--- config.mk ---
export PLATFORM = sky130hd
export DESIGN_NAME = binary_mask_outer_border_scan
export DESIGN_NICKNAME = d
export VERILOG_FILES = /design/src/hw/rtl/bmobs_pkg.sv /design/src/hw/rtl/binary_mask_outer_border_scan.sv /design/src/hw/rtl/bmobs_fifo.sv /design/src/hw/rtl/bmobs_front.sv /design/src/hw/rtl/bmobs_back.sv
export VERILOG_INCLUDE_DIRS = /design/src /design/src/hw/rtl
export SDC_FILE = /design/constraint.sdc
export NUM_CORES = 1
export LEC_CHECK = 0
export CAP_MARGIN = 20
export CORE_MARGIN = 4
export CORE_UTILIZATION = 35
export CTS_BUF_LIST = sky130_fd_sc_hd__clkbuf_8
export CTS_CLUSTER_SIZE = 40
export DETAILED_ROUTE_END_ITERATION = 7
export DONT_BUFFER_PORTS = 1
export HOLD_SLACK_MARGIN = 0.12
export PLACE_DENSITY = 0.6
export SYNTH_ARGS = -nofsm -noshare
export SYNTH_HDL_FRONTEND = slang
export SYNTH_SLANG_ARGS = --single-unit
--- constraint.sdc ---
create_clock -name i_clk -period 1.96 [get_ports i_clk]
set_input_delay 0 -clock i_clk [delete_from_list [all_inputs] [get_ports i_clk]]
set_output_delay 0 -clock i_clk [all_outputs]
set_load 0.05 [all_outputs]
--- src/hw/rtl/binary_mask_outer_border_scan_defines.svh ---
// assertion macros for the outer-border scan block
`ifndef BINARY_MASK_OUTER_BORDER_SCAN_DEFINES_SVH
`define BINARY_MASK_OUTER_BORDER_SCAN_DEFINES_SVH

`ifndef SYNTHESIS
`define BMOBS_ASSERT_IMPL(label, clk, rst_n, ante, cons) \
    label: assert property (@(posedge clk) disable iff (!rst_n) (ante) |-> (cons)) \
        else $error("bmobs check failed");
`define BMOBS_ASSERT_NEXT(label, clk, rst_n, ante, cons) \
    label: assert property (@(posedge clk) disable iff (!rst_n) (ante) |=> (cons)) \
        else $error("bmobs check failed");
`else
`define BMOBS_ASSERT_IMPL(label, clk, rst_n, ante, cons)
`define BMOBS_ASSERT_NEXT(label, clk, rst_n, ante, cons)
`endif

`endif

--- src/hw/rtl/bmobs_pkg.sv ---
// shared types and constants of the outer-border scan block
package bmobs_pkg;

    localparam int GRID_SIZE_DEF = 8;
    localparam int ROW_BITS_W    = 8;
    localparam int KIND_W        = 2;
    localparam int COORD_W       = 5;
    localparam int CMDQ_DEPTH    = 4;

    typedef enum logic [KIND_W-1:0] {
        KIND_SET    = 2'd0,
        KIND_BORDER = 2'd1,
        KIND_END    = 2'd2
    } t_kind;

    // one scan command handed from front to back
    typedef struct packed {
        t_kind                      kind;
        logic signed [COORD_W-1:0]  y;
        logic                       last;
    } t_cmd_info;

endpackage

--- src/hw/rtl/binary_mask_outer_border_scan.sv ---
// top level of the outer-border scan block
//
//  port group           dir   handshake      payload
//  input rows           in    push / full    i_row_bits
//  coordinate words     out   pop / empty    o_kind, o_coord_x, o_coord_y, o_last
//
// the front takes a row while not full, then, while the queue has room, hands one
// command per cycle to a four-deep queue for each nonempty scan (set cells, up to
// three border rows, end); the back loads a command once its scan is used up and
// emits one coordinate word per cycle while its output is empty or being popped
// full stays high while the front still holds commands of the last row
// reset is synchronous, active low, and returns the row counter to the top row
`include "binary_mask_outer_border_scan_defines.svh"

module binary_mask_outer_border_scan #(
    parameter int GRID_SIZE = bmobs_pkg::GRID_SIZE_DEF
) (
    input  logic                                 i_clk,
    input  logic                                 i_rst_n,
    input  logic                                 push,
    output logic                                 full,
    input  logic [bmobs_pkg::ROW_BITS_W-1:0]     i_row_bits,
    input  logic                                 pop,
    output logic                                 empty,
    output logic [bmobs_pkg::KIND_W-1:0]         o_kind,
    output logic signed [bmobs_pkg::COORD_W-1:0] o_coord_x,
    output logic signed [bmobs_pkg::COORD_W-1:0] o_coord_y,
    output logic                                 o_last
);

    import bmobs_pkg::*;

    localparam int PAD_W = GRID_SIZE + 2;
    localparam int QW    = PAD_W + $bits(t_cmd_info);

    logic              w_cmd_push;
    logic [PAD_W-1:0]  w_cmd_bits;
    t_cmd_info         w_cmd_info;
    logic              w_q_full;
    logic              w_q_empty;
    logic              w_q_pop;
    logic [QW-1:0]     w_q_rdata;

    bmobs_front #(
        .GRID_SIZE (GRID_SIZE)
    ) u_front (
        .i_clk      (i_clk),
        .i_rst_n    (i_rst_n),
        .i_push     (push),
        .i_row_bits (i_row_bits),
        .o_full     (full),
        .o_cmd_push (w_cmd_push),
        .o_cmd_bits (w_cmd_bits),
        .o_cmd_info (w_cmd_info),
        .i_cmd_full (w_q_full)
    );

    bmobs_fifo #(
        .WIDTH (QW),
        .DEPTH (CMDQ_DEPTH)
    ) u_cmdq (
        .i_clk   (i_clk),
        .i_rst_n (i_rst_n),
        .i_push  (w_cmd_push),
        .i_wdata ({w_cmd_bits, w_cmd_info}),
        .o_full  (w_q_full),
        .i_pop   (w_q_pop),
        .o_rdata (w_q_rdata),
        .o_empty (w_q_empty)
    );

    bmobs_back #(
        .GRID_SIZE (GRID_SIZE)
    ) u_back (
        .i_clk       (i_clk),
        .i_rst_n     (i_rst_n),
        .i_cmd_empty (w_q_empty),
        .o_cmd_pop   (w_q_pop),
        .i_cmd_bits  (w_q_rdata[QW-1 -: PAD_W]),
        .i_cmd_info  (t_cmd_info'(w_q_rdata[$bits(t_cmd_info)-1:0])),
        .i_pop       (pop),
        .o_empty     (empty),
        .o_kind      (o_kind),
        .o_coord_x   (o_coord_x),
        .o_coord_y   (o_coord_y),
        .o_last      (o_last)
    );

    // an end marker always closes its row
    `BMOBS_ASSERT_IMPL(a_end_last, i_clk, i_rst_n, !empty && o_kind == KIND_END, o_last)
    // an end marker carries zero coordinates
    `BMOBS_ASSERT_IMPL(a_end_zero, i_clk, i_rst_n, !empty && o_kind == KIND_END,
        o_coord_x == '0 && o_coord_y == '0)
    // a row with cell 0 set always has work left in the front next cycle
    `BMOBS_ASSERT_NEXT(a_row_busy, i_clk, i_rst_n, push && !full && i_row_bits[0], full)

endmodule

--- src/hw/rtl/bmobs_fifo.sv ---
// small register queue between the front and back parts
module bmobs_fifo #(
    parameter int WIDTH = 8,
    parameter int DEPTH = bmobs_pkg::CMDQ_DEPTH
) (
    input  logic             i_clk,
    input  logic             i_rst_n,
    input  logic             i_push,
    input  logic [WIDTH-1:0] i_wdata,
    output logic             o_full,
    input  logic             i_pop,
    output logic [WIDTH-1:0] o_rdata,
    output logic             o_empty
);

    localparam int AW = $clog2(DEPTH);

    logic [WIDTH-1:0] r_mem [DEPTH];
    logic [AW:0]      r_wp;
    logic [AW:0]      r_rp;
    logic             w_push;
    logic             w_pop;

    assign o_empty = (r_wp == r_rp);
    assign o_full  = (r_wp[AW] != r_rp[AW]) && (r_wp[AW-1:0] == r_rp[AW-1:0]);
    assign w_push  = i_push & ~o_full;
    assign w_pop   = i_pop & ~o_empty;
    assign o_rdata = r_mem[r_rp[AW-1:0]];

    always_ff @(posedge i_clk) begin
        if (!i_rst_n) begin
            r_wp <= '0;
            r_rp <= '0;
        end else begin
            if (w_push) begin
                r_wp <= r_wp + 1'b1;
            end
            if (w_pop) begin
                r_rp <= r_rp + 1'b1;
            end
        end
    end

    always_ff @(posedge i_clk) begin
        if (w_push) begin
            r_mem[r_wp[AW-1:0]] <= i_wdata;
        end
    end

endmodule

--- src/hw/rtl/bmobs_front.sv ---
// front part: takes mask rows, builds the scan vectors and queues scan commands
module bmobs_front #(
    parameter int GRID_SIZE = bmobs_pkg::GRID_SIZE_DEF
) (
    input  logic                              i_clk,
    input  logic                              i_rst_n,
    input  logic                              i_push,
    input  logic [bmobs_pkg::ROW_BITS_W-1:0]  i_row_bits,
    output logic                              o_full,
    output logic                              o_cmd_push,
    output logic [GRID_SIZE+1:0]              o_cmd_bits,
    output bmobs_pkg::t_cmd_info              o_cmd_info,
    input  logic                              i_cmd_full
);

    import bmobs_pkg::*;

    localparam int PAD_W = GRID_SIZE + 2;
    localparam int RW    = $clog2(GRID_SIZE);
    localparam int NSLOT = 5;
    localparam int SW    = $clog2(NSLOT);

    localparam logic [SW-1:0] SLOT_SET  = 3'd0;
    localparam logic [SW-1:0] SLOT_PREV = 3'd1;
    localparam logic [SW-1:0] SLOT_CUR  = 3'd2;
    localparam logic [SW-1:0] SLOT_NEXT = 3'd3;
    localparam logic [SW-1:0] SLOT_END  = 3'd4;

    // clear cells with a set 4-neighbour, on the padded row
    function automatic logic [PAD_W-1:0] f_border(
        input logic [GRID_SIZE-1:0] above,
        input logic [GRID_SIZE-1:0] at,
        input logic [GRID_SIZE-1:0] below
    );
        logic [PAD_W-1:0] pa;
        logic [PAD_W-1:0] pt;
        logic [PAD_W-1:0] pb;
        pa = {1'b0, above, 1'b0};
        pt = {1'b0, at, 1'b0};
        pb = {1'b0, below, 1'b0};
        return (pa | pb | (pt << 1) | (pt >> 1)) & ~pt;
    endfunction

    logic [GRID_SIZE-1:0]      w_row;
    logic [GRID_SIZE-1:0]      r_older;
    logic [GRID_SIZE-1:0]      r_newer;
    logic [RW-1:0]             r_rows;
    logic [NSLOT-1:0]          r_pend;
    logic [PAD_W-1:0]          r_vec [NSLOT];
    logic signed [COORD_W-1:0] r_y;
    logic                      w_accept;
    logic                      w_final;
    logic [PAD_W-1:0]          w_set;
    logic [PAD_W-1:0]          w_b1;
    logic [PAD_W-1:0]          w_b2;
    logic [PAD_W-1:0]          w_b3;
    logic [SW-1:0]             w_sel;
    logic [NSLOT-1:0]          w_rest;

    for (genvar i = 0; i < GRID_SIZE; i++) begin : g_row
        if (i < ROW_BITS_W) begin : g_in
            assign w_row[i] = i_row_bits[i];
        end else begin : g_zero
            assign w_row[i] = 1'b0;
        end
    end

    assign w_accept = i_push & ~o_full;
    assign w_final  = (r_rows == RW'(GRID_SIZE - 1));
    assign w_set    = {1'b0, w_row, 1'b0};
    assign w_b1     = f_border(r_older, r_newer, w_row);
    assign w_b2     = f_border(r_newer, w_row, '0);
    assign w_b3     = f_border(w_row, '0, '0);

    assign o_full = |r_pend;

    // lowest pending scan goes first
    always_comb begin
        w_sel = '0;
        for (int k = NSLOT - 1; k >= 0; k--) begin
            if (r_pend[k]) begin
                w_sel = SW'(k);
            end
        end
    end

    assign w_rest     = r_pend & ~(NSLOT'(1) << w_sel);
    assign o_cmd_push = (|r_pend) & ~i_cmd_full;
    assign o_cmd_bits = r_vec[w_sel];

    always_comb begin
        o_cmd_info.last = ~(|w_rest);
        case (w_sel)
            SLOT_SET: begin
                o_cmd_info.kind = KIND_SET;
                o_cmd_info.y    = r_y;
            end
            SLOT_PREV: begin
                o_cmd_info.kind = KIND_BORDER;
                o_cmd_info.y    = r_y - COORD_W'(1);
            end
            SLOT_CUR: begin
                o_cmd_info.kind = KIND_BORDER;
                o_cmd_info.y    = r_y;
            end
            SLOT_NEXT: begin
                o_cmd_info.kind = KIND_BORDER;
                o_cmd_info.y    = r_y + COORD_W'(1);
            end
            SLOT_END: begin
                o_cmd_info.kind = KIND_END;
                o_cmd_info.y    = '0;
            end
            default: begin
                o_cmd_info.kind = KIND_END;
                o_cmd_info.y    = '0;
            end
        endcase
    end

    always_ff @(posedge i_clk) begin
        if (!i_rst_n) begin
            r_pend  <= '0;
            r_older <= '0;
            r_newer <= '0;
            r_rows  <= '0;
        end else if (w_accept) begin
            r_pend <= {w_final, w_final & (|w_b3), w_final & (|w_b2), |w_b1, |w_set};
            if (w_final) begin
                r_older <= '0;
                r_newer <= '0;
                r_rows  <= '0;
            end else begin
                r_older <= r_newer;
                r_newer <= w_row;
                r_rows  <= r_rows + 1'b1;
            end
        end else if (o_cmd_push) begin
            r_pend <= w_rest;
        end
    end

    always_ff @(posedge i_clk) begin
        if (w_accept) begin
            r_vec[SLOT_SET]  <= w_set;
            r_vec[SLOT_PREV] <= w_b1;
            r_vec[SLOT_CUR]  <= w_b2;
            r_vec[SLOT_NEXT] <= w_b3;
            // end marker is a single-bit scan
            r_vec[SLOT_END]  <= PAD_W'(1);
            r_y              <= COORD_W'(r_rows);
        end
    end

endmodule

--- src/hw/rtl/bmobs_back.sv ---
// back part: walks each scan vector, emitting one coordinate word per cycle unless output is held
module bmobs_back #(
    parameter int GRID_SIZE = bmobs_pkg::GRID_SIZE_DEF
) (
    input  logic                                 i_clk,
    input  logic                                 i_rst_n,
    input  logic                                 i_cmd_empty,
    output logic                                 o_cmd_pop,
    input  logic [GRID_SIZE+1:0]                 i_cmd_bits,
    input  bmobs_pkg::t_cmd_info                 i_cmd_info,
    input  logic                                 i_pop,
    output logic                                 o_empty,
    output logic [bmobs_pkg::KIND_W-1:0]         o_kind,
    output logic signed [bmobs_pkg::COORD_W-1:0] o_coord_x,
    output logic signed [bmobs_pkg::COORD_W-1:0] o_coord_y,
    output logic                                 o_last
);

    import bmobs_pkg::*;

    localparam int PAD_W = GRID_SIZE + 2;
    localparam int IW    = $clog2(PAD_W);

    logic [PAD_W-1:0]          r_bits;
    t_cmd_info                 r_info;
    logic                      r_ov;
    logic [KIND_W-1:0]         r_kind;
    logic signed [COORD_W-1:0] r_x;
    logic signed [COORD_W-1:0] r_y;
    logic                      r_last;
    logic                      w_adv;
    logic                      w_emit;
    logic [IW-1:0]             w_idx;
    logic [PAD_W-1:0]          w_rem;

    always_comb begin
        w_idx = '0;
        for (int k = PAD_W - 1; k >= 0; k--) begin
            if (r_bits[k]) begin
                w_idx = IW'(k);
            end
        end
    end

    assign w_rem     = r_bits & (r_bits - PAD_W'(1));
    assign w_adv     = ~r_ov | i_pop;
    assign w_emit    = (|r_bits) & w_adv;
    assign o_cmd_pop = ~(|r_bits) & ~i_cmd_empty;

    assign o_empty   = ~r_ov;
    assign o_kind    = r_kind;
    assign o_coord_x = r_x;
    assign o_coord_y = r_y;
    assign o_last    = r_last;

    always_ff @(posedge i_clk) begin
        if (!i_rst_n) begin
            r_bits <= '0;
            r_ov   <= 1'b0;
        end else begin
            if (o_cmd_pop) begin
                r_bits <= i_cmd_bits;
            end else if (w_emit) begin
                r_bits <= w_rem;
            end
            if (w_emit) begin
                r_ov <= 1'b1;
            end else if (i_pop) begin
                r_ov <= 1'b0;
            end
        end
    end

    always_ff @(posedge i_clk) begin
        if (o_cmd_pop) begin
            r_info <= i_cmd_info;
        end
        if (w_emit) begin
            r_kind <= r_info.kind;
            // bit i of the padded row is column i-1
            r_x    <= (r_info.kind == KIND_END) ? '0 : (COORD_W'(w_idx) - COORD_W'(1));
            r_y    <= r_info.y;
            r_last <= r_info.last & ~(|w_rem);
        end
    end

endmodule
## Word-level counts from Yosys, hierarchy flattened

Memories as Yosys holds them, arrays and structs flattened. A register that Yosys moved wholly into a read port is not among the register bits.
Cells that the tools add are included.

| cells by class | value |
|---|---|
| multiplexer cells | 31 |
| reduce and logical (&&, ||, !) cells | 12 |
| equality and inequality tests | 8 |
| shift-type cells | 1 |
| add/subtract/negate cells | 7 |
| bitwise gates (word level) | 29 |

Operator list:

| cell | number |
|---|---|
| $mux 4 | 10 |
| $reduce_or 10->1 | 4 |
| $and 10x10->10 | 3 |
| $pmux 7 s4 | 1 |
| $mux 10 | 2 |
| $not 9->10 | 2 |
| $or 10x8->10 | 2 |
| $mux 3 | 6 |
| $mux 8 | 2 |
| $mux 5 | 2 |
| $or 10x10->10 | 1 |
| $or 9x10->10 | 1 |
| $reduce_or 5->1 | 2 |
| $sub 10x1->10 const B | 1 |
| $add 3x1->3 const B | 3 |
| $and 1x1->1 | 9 |
| $or 9x9->9 | 1 |
| $reduce_or 8->1 | 1 |
| $not 1->1 | 7 |
| $eq 3x2->1 const B | 2 |
| $mux 1 | 6 |
| $reduce_bool 2->1 | 3 |
| $and 5x5->5 | 1 |
| $not 5->5 | 1 |
| other kinds (14) | 15 |

| word-level totals | value |
|---|---|
| register bits after elaboration | 65 |
| RAM bits | 122 |
| memories kept | 2 |
| output and inout bits | 15 |
| word-level logic and storage cells | 106 |

Memory list:

| name | words | width | read ports | clocked after Yosys merged registers in | wr ports | line | text |
|---|---|---|---|---|---|---|---|
| u_cmdq.r_mem | 4 | 18 | 1 | 1 | 1 | bmobs_fifo.sv:18 | `logic [WIDTH-1:0] r_mem [DEPTH];` |
| u_front.r_vec | 5 | 10 | 1 | 0 | 5 | bmobs_front.sv:49 | `logic [PAD_W-1:0] r_vec [NSLOT];` |

## Logic depth before layout (Yosys ltp)

Gate-level depths: netlist of run 1.

| logic depth | value |
|---|---|
| depth after elaboration | 11 |
| gate-level depth with buffers | 8 |

## Modules after synthesis

A second synthesis of run 1 with hierarchy kept.

| second synthesis, totals | value |
|---|---|
| cell total of the unflattened synthesis | 548 |
| area total of the unflattened synthesis | 7081.8 µm² |

By module, submodules not included:

| module | cells an instance | sequential area each (µm²) | times used | area each (µm²) |
|---|---|---|---|---|
| bmobs_fifo | 162 | 2322.2 | 1 | 3163.0 |
| bmobs_front | 258 | 1351.3 | 1 | 2472.4 |
| bmobs_back | 128 | 850.8 | 1 | 1446.4 |

## Worst setup path after synthesis of run 1

OpenSTA, ideal clock, no wires.

| timing | value |
|---|---|
| kind | register to register |
| from | register u_back.r_bits[5] |
| to | register u_back.r_x[2], in the netlist u_back.o_coord_x[2], data pin |
| setup slack | -146 ps |
| arrival time | 1960 ps |
| data required time | 1814 ps |
| setup time | 146 ps |
| stages on the path, launching flop included | 9 |
| cell sequence | dfxtp_1 > clkbuf_1 > nor2_1 > a221oi_1 > o21bai_1 > a21o_1 > ha_1 > or3_1 > a21oi_1 |

| between the ends | value |
|---|---|
| word-level cells in the longest chain between the ends | 7 |

RTL lines:

| item | line | text |
|---|---|---|
| from (decl) | bmobs_back.sv:24 | `logic [PAD_W-1:0] r_bits;` |
| from (signal assigned) | bmobs_back.sv:62 | `r_bits <= i_cmd_bits;` |
| from (signal assigned) | bmobs_back.sv:64 | `r_bits <= w_rem;` |
| $mux 4 (6 in series) | bmobs_back.sv:39 | `if (r_bits[k]) begin` |
| $sub 4x1->5 | bmobs_back.sv:81 | `r_x <= (r_info.kind == KIND_END) ? '0 : (COORD_W'(w_idx) - COORD_W'(1));` |
| to (signal assigned) | bmobs_back.sv:81 |  |
| to (decl) | bmobs_back.sv:28 | `logic signed [COORD_W-1:0] r_x;` |

Every way passes these cells.
A chain may end at the register's enable or synchronous reset.

## Worst setup path after layout of run 1

Ends and elaborated chain as after synthesis.

==> results.yml, run 1 <==
placement:
  gp_congestion: 0.8329
  dp_hpwl_um: 8550
  placed_cell_area_um2: 7347
  port-buffer-count: 0
critical_path:
  reg2reg_slack_ns: 0.07
  path_class: "register to register"
  crit_path_end_kind: "register"
  max_stage_delay_ns: 0.39
  crit_path_top_delay_cell: "dfxtp_4"
  path_cells: "inv_1 -> a221oi_4 -> o21bai_1 -> a21o_1 -> ha_1 -> or3_1 -> a21oi_1"
  path_buf_inv: 1
  cp_top_family: "compound AO/OA/AOI/OAI gates"
  r2r-start: "u_back.r_bits[5]$_SDFFE_PN0P_"
  r2r_end: "u_back.o_coord_x[2]$_SDFFCE_PN0P_"
  arrival_ns: 2.20
  reg2reg_depth: 7
  path_max_fanout: 6
  worstPathRequired_ns: 2.27
  worstSetupStartpointType: "register"
synthesis:
  yosysSeqAreaShare_pct: 65.70
  synth_nets: 534
  synth_seq_cells: 165
  synth_area_per_cell_um2: 13.45
  netlist_area_um2: 6887
  synth_cells: 512
  synth_warnings: 0
  async_reset_ff_share_pct: 0
  synth_ff_type: "edfxtp_1"
  synthDistinctLibCells: 55
  synth-edff-count: 122
global_routing:
  grt_pass1_wl_um: 21620
  grt_overflow: 0
  grt_pass1_vias: 4169
  grt_max_degree: 57
  antenna_found_initial: 0
  grt_usage_pct: 12.39
sta:
  skew_ns: 0.01596
  tns_ns: 0
  hold_viol_final: 0
  fmaxAchievable_ghz: 0.5281
  whs_ns: 0.4006
  rsz0062_at_grt: "yes"
  min_period_ns: 1.893
  tightest_slew_ns: 0.6672
  report.final.slew_viol_count: 0
  period_share_pct: 96.60
  maxSlewHeadroom_pct: 55.43
  finalSetupViolCount: 0
routing:
  dr.pass1.iters: 4
  wl_per_cell_um: 15.64
  via_per_inst: 4.998
  num_vias: 4138
  antenna_left: 0
  route.detailed.drc: 0
  drt_wl_total_um: 12950
  drt_iter0_markers: 192
run_status:
  outcome: "finished, final reports clean"
die:
  start_util_pct: 35.50
  die_x_um: 148.3
  rows: 51
  core_area_um2: 19400
  ios: 27
  die_y_um: 148.3
  die_area_um2: 21980
layout:
  register_area_um2: 4532
  fill_cells: 1829
  n_antenna_cell: 0
  syn_to_final_growth_pct: 14.57
  drive_gt1_share_pct: 18.12
  stdcell_area_um2: 7890
  layout.nets: 572
  multi_input_area_um2: 2233
power_and_ir_drop:
  power_leakage_nw: 2.709
  powerDensity_nw_per_um2: 1331
  peakVddDrop_mv: 0.7171
min_path:
  holdPathStages: 1
  hold_start: "i_row_bits[7]"
  hold_path_class: "input pin to register"
  holdPathEnd: "u_front.r_vec[0][8]$_DFFE_PP_"
clocking:
  insertion_delay_ns: 0.45
  clockBufferDepth: 2
  path_clk_slew_ns: 0.09
  cts_root_buf: "clkbuf_8"
  htreeDepth: 4
  cts_tree: "built"
  cts_buffers: 17
  cts_sinks: 165
flow_run:
  drv_cap: 0
==> what timing repair did <==
item / CTS / global route
setup endpoints to repair: 1 / 104
endpoints found under the hold margin: 70 / 0
pin swaps: 0 / 1
buffers inserted: 0 / 1
hold buffers: 12 / 0
gates resized for setup: 2 / 10
==> final cells by class <==
| type | count | share of cell area [%] |
|---|---|---|
| clock inverters | 15 | 1.570 |
| flip-flops and latches | 165 | 57.44 |
| inverters | 12 | 0.6026 |
| repair buffers | 43 | 4.916 |
| clock buffers | 17 | 2.965 |
| multi-input cells | 311 | 28.31 |
| well taps | 265 | 4.202 |
==> cells in the mapped netlist, types with 2 or more instances <==
master / n / area (um2)
o21ai_0: 13 / 65.06
edfxtp_1: 122 / 3664
inv_2: 2 / 7.510
a21oi_1: 18 / 90.09
o211ai_1: 3 / 22.52
mux2i_1: 3 / 30.03
a31o_1: 2 / 17.52
o21ai_1: 2 / 10.01
nand2b_1: 4 / 25.02
clkbuf_1: 13 / 48.80
mux4_2: 18 / 405.4
o311ai_0: 3 / 26.28
nand3b_1: 19 / 142.6
a21boi_1: 20 / 150.1
nand3_1: 17 / 85.08
nor4_1: 10 / 62.56
nor3_1: 17 / 85.08
and2_1: 10 / 62.56
inv_1: 10 / 37.54
nor2_1: 42 / 157.7
buf_6: 4 / 45.04
xnor2_1: 7 / 61.31
o21bai_1: 2 / 15.01
buf_2: 6 / 30.03
ha_1: 10 / 125.1
or4_4: 2 / 22.52
o311a_1: 2 / 20.02
a22oi_1: 8 / 60.06
dfxtp_1: 43 / 860.8
nand2_1: 48 / 180.2
or3_1: 4 / 25.02
nor2b_1: 5 / 31.28
==> cell families after synthesis <==
| group | count (synthesis) | share of synthesized area [%] |
|---|---|---|
| and+or+nand+nor | 187 | 14.15 |
| DFF | 165 | 65.70 |
| AOI/OAI and AO/OA | 83 | 8.176 |
| buffers and inverters | 36 | 2.507 |
| muxes | 21 | 6.323 |
| adders and majority gates | 12 | 2.126 |
| xor gates and xnor gates | 8 | 1.017 |
==> metal layers <==
layer	up-vias	share of wire [%]	GRT usage, %
met4	0	1.3	3.926
met2	101	47	19.39
met1	2019	47	16.52
met3	14	4.5	3.991
met5	-	0	0
li1	2004	-	-
==> power breakdown <==
part | internal (mW) | switching [mW] | total, mW
Clock | 0.903 | 1.31 | 2.21
Combinational | 1.20 | 1.65 | 2.85
Sequential | 4.63 | 0.811 | 5.44
Total | 6.73 | 3.77 | 10.5
==> cell usage in the layout (no fill, tap or decap), types with 5 or more instances in the layout <==
master / n
and2_1: 10
nor4_1: 9
edfxtp_1: 122
inv_1: 11
ha_1: 10
o21ai_0: 13
nand3_1: 17
mux4_2: 18
xnor2_1: 7
a21boi_1: 20
clkinv_4: 5
nand3b_1: 19
nor2b_1: 5
nand2_1: 48
dfxtp_1: 39
nor2_1: 41
a21oi_1: 18
dlygate4sd3_1: 11
nor3_1: 17
a22oi_1: 8
clkbuf_8: 17
buf_4: 29
==> through the flow <==
stage               util (%)  std cells  total power [mW]  setup slack, ns
floorplan                  -        512             7.379          0.05619
global placement       37.87        783             8.110          0.02222
detailed placement     37.87        783             8.176         -0.03088
CTS                    40.40        827             10.44          0.01603
global route           40.67        828             11.15         -0.07024
finish                 40.67        828             10.50          0.06656
==> state kept, by name, summed over array words and instances, names as in the netlist, named ones only <==
| signal | flops |
|---|---|
| u_back.r_bits | 10 |
| u_back.r_info | 8 |
| u_cmdq.r_mem | 72 |
| u_front.r_vec | 26 |
| u_back.r_ov | 1 |
| u_back.o_last | 1 |
| u_back.o_coord_y | 5 |
| u_front.r_y | 3 |
| u_back.o_kind | 2 |
| u_cmdq.r_rp | 3 |
| u_back.o_coord_x | 5 |
| u_front.r_older | 8 |
| u_front.r_newer | 8 |
| u_front.r_pend | 5 |
| u_front.r_rows | 3 |
| u_cmdq.r_wp | 3 |
==> worst register-to-register path: stages, from the launching register on <==
cell	delay, ns
dfxtp_4	0.39
inv_1	0.07
a221oi_4	0.29
o21bai_1	0.11
a21o_1	0.20
ha_1	0.20
or3_1	0.37
a21oi_1	0.14
==> worst max path at each step <==
stage	startpoint	endpoint	slack, ns	cells after the start
after floorplan	u_back.r_bits[5]$_SDFFE_PN0P_	u_back.o_coord_x[2]$_SDFFCE_PN0P_	0.06	8
after global placement	u_back.r_bits[5]$_SDFFE_PN0P_	u_back.o_coord_x[2]$_SDFFCE_PN0P_	0.02	7
after detailed placement	u_back.r_bits[5]$_SDFFE_PN0P_	u_back.o_coord_x[2]$_SDFFCE_PN0P_	-0.03	7
after CTS	u_back.r_bits[9]$_SDFFE_PN0P_	u_back.o_coord_x[2]$_SDFFCE_PN0P_	0.02	7
after global routing	u_back.r_bits[5]$_SDFFE_PN0P_	u_back.o_coord_x[2]$_SDFFCE_PN0P_	-0.07	7
final	u_back.r_bits[5]$_SDFFE_PN0P_	u_back.o_coord_x[2]$_SDFFCE_PN0P_	0.07	7
(Power assumes the default switching activity.)
==> inputs of run 2 (changes only) <==
--- a/config.mk
+++ b/config.mk
@@ -13,6 +13,7 @@
 export CTS_CLUSTER_SIZE = 40
 export DETAILED_ROUTE_END_ITERATION = 7
 export DONT_BUFFER_PORTS = 1
+export GPL_TIMING_DRIVEN = 0
 export HOLD_SLACK_MARGIN = 0.12
 export PLACE_DENSITY = 0.6
 export SYNTH_ARGS = -nofsm -noshare
==> results.yml, run 2 (synthesis results as in run 1) <==
min_path:
  hold_start: "i_row_bits[7]"
  hold_path_class: "input pin to register"
  holdPathStages: 1
  holdPathEnd: "u_front.r_vec[0][8]$_DFFE_PP_"
critical_path:
  worstSetupStartpointType: "register"
  r2r_end: "u_back.o_coord_x[2]$_SDFFCE_PN0P_"
  worstPathRequired_ns: 2.26
  crit_start: "u_back.r_bits[5]$_SDFFE_PN0P_"
  max_stage_delay_ns: 0.34
  arrival_ns: 2.19
  reg2reg_slack_ns: 0.07
  path_max_fanout: 8
  crit_path_end_kind: "register"
  path_cells: "buf_8 -> inv_4 -> a221oi_4 -> o21bai_1 -> a21o_1 -> ha_2 -> or3_1 -> a21oi_1"
  path_class: "register to register"
  r2r-start: "u_back.r_bits[5]$_SDFFE_PN0P_"
  reg2reg_depth: 8
  crit_path_top_delay_cell: "dfxtp_2"
routing:
  route.detailed.drc: 0
  via_per_inst: 5.014
  dr.pass1.iters: 4
  wl_per_cell_um: 16.66
  drt_wl_total_um: 13810
  num_vias: 4157
  drt_iter0_markers: 286
  antenna_left: 0
placement:
  port-buffer-count: 0
  pre_cts_ws_ns: -0.3714
  placed_cell_area_um2: 7226
  dp_hpwl_um: 9149
  gp_congestion: 0.8348
  place_inst: 777
clocking:
  path_clk_slew_ns: 0.08
  cts_tree: "built"
  clockBufferDepth: 2
  cts_sinks: 165
  htreeDepth: 4
  cts_root_buf: "clkbuf_8"
  insertion_delay_ns: 0.44
  cts_buffers: 17
die:
  core_area_um2: 19400
  rows: 51
  die_area_um2: 21980
  die_x_um: 148.3
  ios: 27
  die_y_um: 148.3
  start_util_pct: 35.50
layout:
  n_antenna_cell: 0
  layout.nets: 573
  largest_register_ffs: 72
  fill_cells: 1841
  drive_gt1_share_pct: 18.79
  stdcell_area_um2: 7989
  layout_commonest_cell: "edfxtp_1"
  final_cell_count_no_fill: 829
  syn_to_final_growth_pct: 16.01
  final_cell_mix: "edfxtp_1 (122), nand2_1 (48), nor2_1 (39), dfxtp_1 (38), a21boi_1 (20)"
sta:
  report.final.slew_viol_count: 0
  period_share_pct: 96.44
  min_period_ns: 1.890
  tns_ns: 0
  maxSlewHeadroom_pct: 51.34
  rsz0062_at_grt: "yes"
  fmaxAchievable_ghz: 0.5290
  tightest_slew_ns: 0.7222
  skew_ns: 0.01244
  hold_viol_final: 0
  finalSetupViolCount: 0
  setup_ws_ns: 0.06970
power_and_ir_drop:
  power_leakage_nw: 2.735
  peakVddDrop_mv: 0.6479
  powerDensity_nw_per_um2: 1368
  finalPower_mw: 10.93
global_routing:
  grt_pass1_wl_um: 22360
  grt_overflow: 0
  grt_max_degree: 39
  antenna_found_initial: 0
  grt_usage_pct: 13.02
  grt_pass1_vias: 4100
run_status:
  outcome: "finished, final reports clean"
flow_run:
  drv_cap: 0
run 2: power breakdown:
group / switching (mW) / leakage [nW] / internal [mW] / total (mW)
Sequential: 0.792 / 1.50 / 4.63 / 5.42
Clock: 1.19 / 0.209 / 1.32 / 2.51
Combinational: 1.76 / 1.02 / 1.24 / 3.00
Total: 3.74 / 2.74 / 7.19 / 10.9
run 2: repair_timing:
item / 4_1_cts / 5_1_grt
pin swaps: 3 / 12
hold endpoints to repair: 93 / 0
gates resized for setup: 24 / 25
setup buffers: 3 / 4
setup endpoints to repair: 190 / 189
gates cloned: 0 / 2
hold buffers: 11 / 0
run 2: cell type report:
cell class                      count  area, um2  share of cell area (%)
Sequential cell                   165       4531                   56.71
Clock buffer                       19      261.5                   3.273
Multi-Input combinational cell    311       2280                   28.54
Tap cell                          265      331.6                   4.150
Timing Repair Buffer               20      212.7                   2.662
Buffer                             24      157.7                   1.973
Inverter                           12      57.56                  0.7204
Clock inverter                     13      157.7                   1.973
run 2: worst max-delay path by stage:
stage | endpoint | slack, ns | depth (start not counted)
floorplan | u_back.o_coord_x[2]$_SDFFCE_PN0P_ | 0.06 | 8
global placement | u_cmdq.r_mem[3][5]$_DFFE_PP_ | -0.32 | 3
detailed placement | u_cmdq.r_mem[3][4]$_DFFE_PP_ | -0.37 | 3
CTS | u_front.r_newer[3]$_SDFFE_PN0P_ | 0.02 | 8
global route | u_front.r_newer[0]$_SDFFE_PN0P_ | -0.005 | 8
finish | u_back.o_coord_x[2]$_SDFFCE_PN0P_ | 0.07 | 8
run 2: critical path: cells and delay by family, from the launching register on:
kind / cells / cell delay (ns)
AND/OR/NAND/NOR: 1 / 0.30
flip-flops: 1 / 0.34
AO/OA/AOI/OAI: 4 / 0.76
buffers and inverters: 2 / 0.16
adder cells (fa/ha/maj): 1 / 0.20
run 2: per-layer routing:
metal  vias to the layer above  wire length [um]  track usage [%]
met5                         -                 0                0
met1                      2040              6352            17.25
met2                        96              6743            21.19
met4                         0               125            3.233
li1                       2008                 -                -
met3                        13               587            3.870
run 2: stage by stage:
stage                     util, %  hold slack, ns
after floorplan                 -         0.09887
after global placement      37.25         0.09991
after detailed placement    37.25          0.1000
after CTS                   40.45          0.3468
after global routing        41.18          0.3783
final                       41.18          0.3923
==> inputs of run 3 (changes only) <==
--- a/config.mk
+++ b/config.mk
@@ -16,6 +16,7 @@
 export GPL_TIMING_DRIVEN = 0
 export HOLD_SLACK_MARGIN = 0.12
 export PLACE_DENSITY = 0.6
+export SETUP_SLACK_MARGIN = 0.15
 export SYNTH_ARGS = -nofsm -noshare
 export SYNTH_HDL_FRONTEND = slang
 export SYNTH_SLANG_ARGS = --single-unit
==> results.yml, run 3 (synthesis results as in run 1) <==
die:
  start_util_pct: 35.50
  ios: 27
  rows: 51
  die_area_um2: 21980
  die_x_um: 148.3
  core_area_um2: 19400
  die_y_um: 148.3
sta:
  fmaxAchievable_ghz: 0.5160
  report.final.slew_viol_count: 0
  finalSetupViolCount: 0
  maxSlewHeadroom_pct: 56.05
  tightest_slew_ns: 0.6593
  skew_ns: 0.01239
  hold_viol_final: 0
  period_share_pct: 98.87
  tns_ns: 0
  rsz0062_at_grt: "yes"
  whs_ns: 0.3979
  min_period_ns: 1.938
power_and_ir_drop:
  peakVddDrop_mv: 0.5196
  finalPower_mw: 11.12
  powerDensity_nw_per_um2: 1296
  power_leakage_nw: 3.044
routing:
  via_per_inst: 5.109
  drt_wl_total_um: 14890
  route.detailed.drc: 0
  dr.pass1.iters: 5
  num_vias: 4419
  antenna_left: 0
  drt_iter0_markers: 267
  wl_per_cell_um: 17.21
layout:
  layout.nets: 609
  layout_commonest_cell: "edfxtp_1"
  fin_util_pct: 44.26
  stdcell_area_um2: 8586
  drive_gt1_share_pct: 27.00
  n_antenna_cell: 0
  multi_input_area_um2: 2372
  final_cell_mix: "edfxtp_1 (122), nand2_1 (43), nor2_1 (37), dfxtp_1 (32), buf_4 (22)"
  largest_register_ffs: 72
  syn_to_final_growth_pct: 24.67
  register_area_um2: 4543
  fill_cells: 1746
clocking:
  cts_buffers: 17
  path_clk_slew_ns: 0.08
  cts_tree: "built"
  insertion_delay_ns: 0.45
  htreeDepth: 4
  clockBufferDepth: 2
  cts_sinks: 165
  cts_root_buf: "clkbuf_8"
critical_path:
  worstSetupStartpointType: "register"
  path_class: "register to register"
  path_max_fanout: 7
  crit_start: "u_front.r_pend[1]$_SDFFE_PN0P_"
  crit_path_end_kind: "register"
  worstPathRequired_ns: 2.33
  r2r-start: "u_front.r_pend[1]$_SDFFE_PN0P_"
  arrival_ns: 2.31
placement:
  placed_cell_area_um2: 7238
  port-buffer-count: 0
  gp_congestion: 0.8261
  dp_hpwl_um: 8965
min_path:
  hold_path_class: "input pin to register"
  hold_start: "i_row_bits[7]"
flow_run:
  drv_cap: 0
global_routing:
  grt_overflow: 0
  grt_usage_pct: 13.80
  grt_max_degree: 20
  grt_pass1_wl_um: 23410
  grt_pass1_vias: 4337
  antenna_found_initial: 0
run_status:
  outcome: "finished, final reports clean"
==> run 3: changes by cell type in the layout (fill, tap and decap cells not counted), moves of 5 or more <==
cell / before / now
buf_4: 8 / 22
nand2_1: 48 / 43
inv_1: 10 / 16
a21oi_2: 0 / 9
buf_16: 0 / 6
buf_12: 1 / 7
dfxtp_1: 38 / 32
nand2_2: 0 / 5
buf_6: 3 / 9
a21oi_1: 18 / 9
==> run 3: critical path: stages, from the launching register on <==
cell and delay, ns:
dfxtp_2 0.33, buf_6 0.12, or4_4 0.53, nor2_4 0.14
nand2_4 0.11, inv_8 0.09, buf_8 0.12, buf_6 0.10
buf_12 0.10, nand3_1 0.07, o21ai_1 0.14
==> run 3: area by class of cell <==
cell class | count | area share (%)
Multi-Input combinational cell | 311 | 27.63
Timing Repair inverter | 1 | 0.08744
Sequential cell | 165 | 52.91
Tap cell | 265 | 3.862
Buffer | 24 | 2.361
Clock inverter | 13 | 0.9327
Timing Repair Buffer | 55 | 8.496
Clock buffer | 19 | 3.046
Inverter | 12 | 0.6704
==> run 3: what timing repair did <==
action / 4_1_cts / 5_1_grt
setup buffers: 23 / 12
resized for setup: 65 / 36
gates cloned: 8 / 2
pin swaps: 36 / 14
hold buffers: 11 / 0
hold endpoints to repair: 81 / 0
endpoints found under the setup margin: 212 / 202
==> run 3: final timing paths <==
kind                                         end  slack, ns  cells past startpoint
hold reg to reg    u_back.o_coord_y[4]$_DFFE_PP_       0.42                      0
setup / recovery  u_front.r_pend[2]$_SDFFE_PN0P_       0.02                     10
setup reg to reg  u_front.r_pend[2]$_SDFFE_PN0P_       0.02                     10
hold / removal     u_front.r_vec[0][8]$_DFFE_PP_       0.40                      1
==> run 3: power breakdown <==
part	internal, mW	leakage [nW]	switching [mW]	total (mW)
Combinational	1.60	1.33	1.94	3.55
Sequential	4.64	1.50	0.789	5.43
Clock	1.03	0.205	1.12	2.15
Total	7.27	3.04	3.86	11.1
==> run 3: metal layers <==
metal	wire, um	track usage (%)
met1	6288	17.31
met4	261	4.480
met5	0	0
met3	758	3.900
met2	7577	23.20
==> run 3: metrics by stage <==
step | worst slack, ns | cells
2_1_floorplan | 0.1290 | 512
3_3_place_gp | -0.2914 | 777
3_5_place_dp | -0.3568 | 777
4_1_cts | -0.02054 | 851
5_1_grt | -0.07300 | 865
6_report | 0.02220 | 865
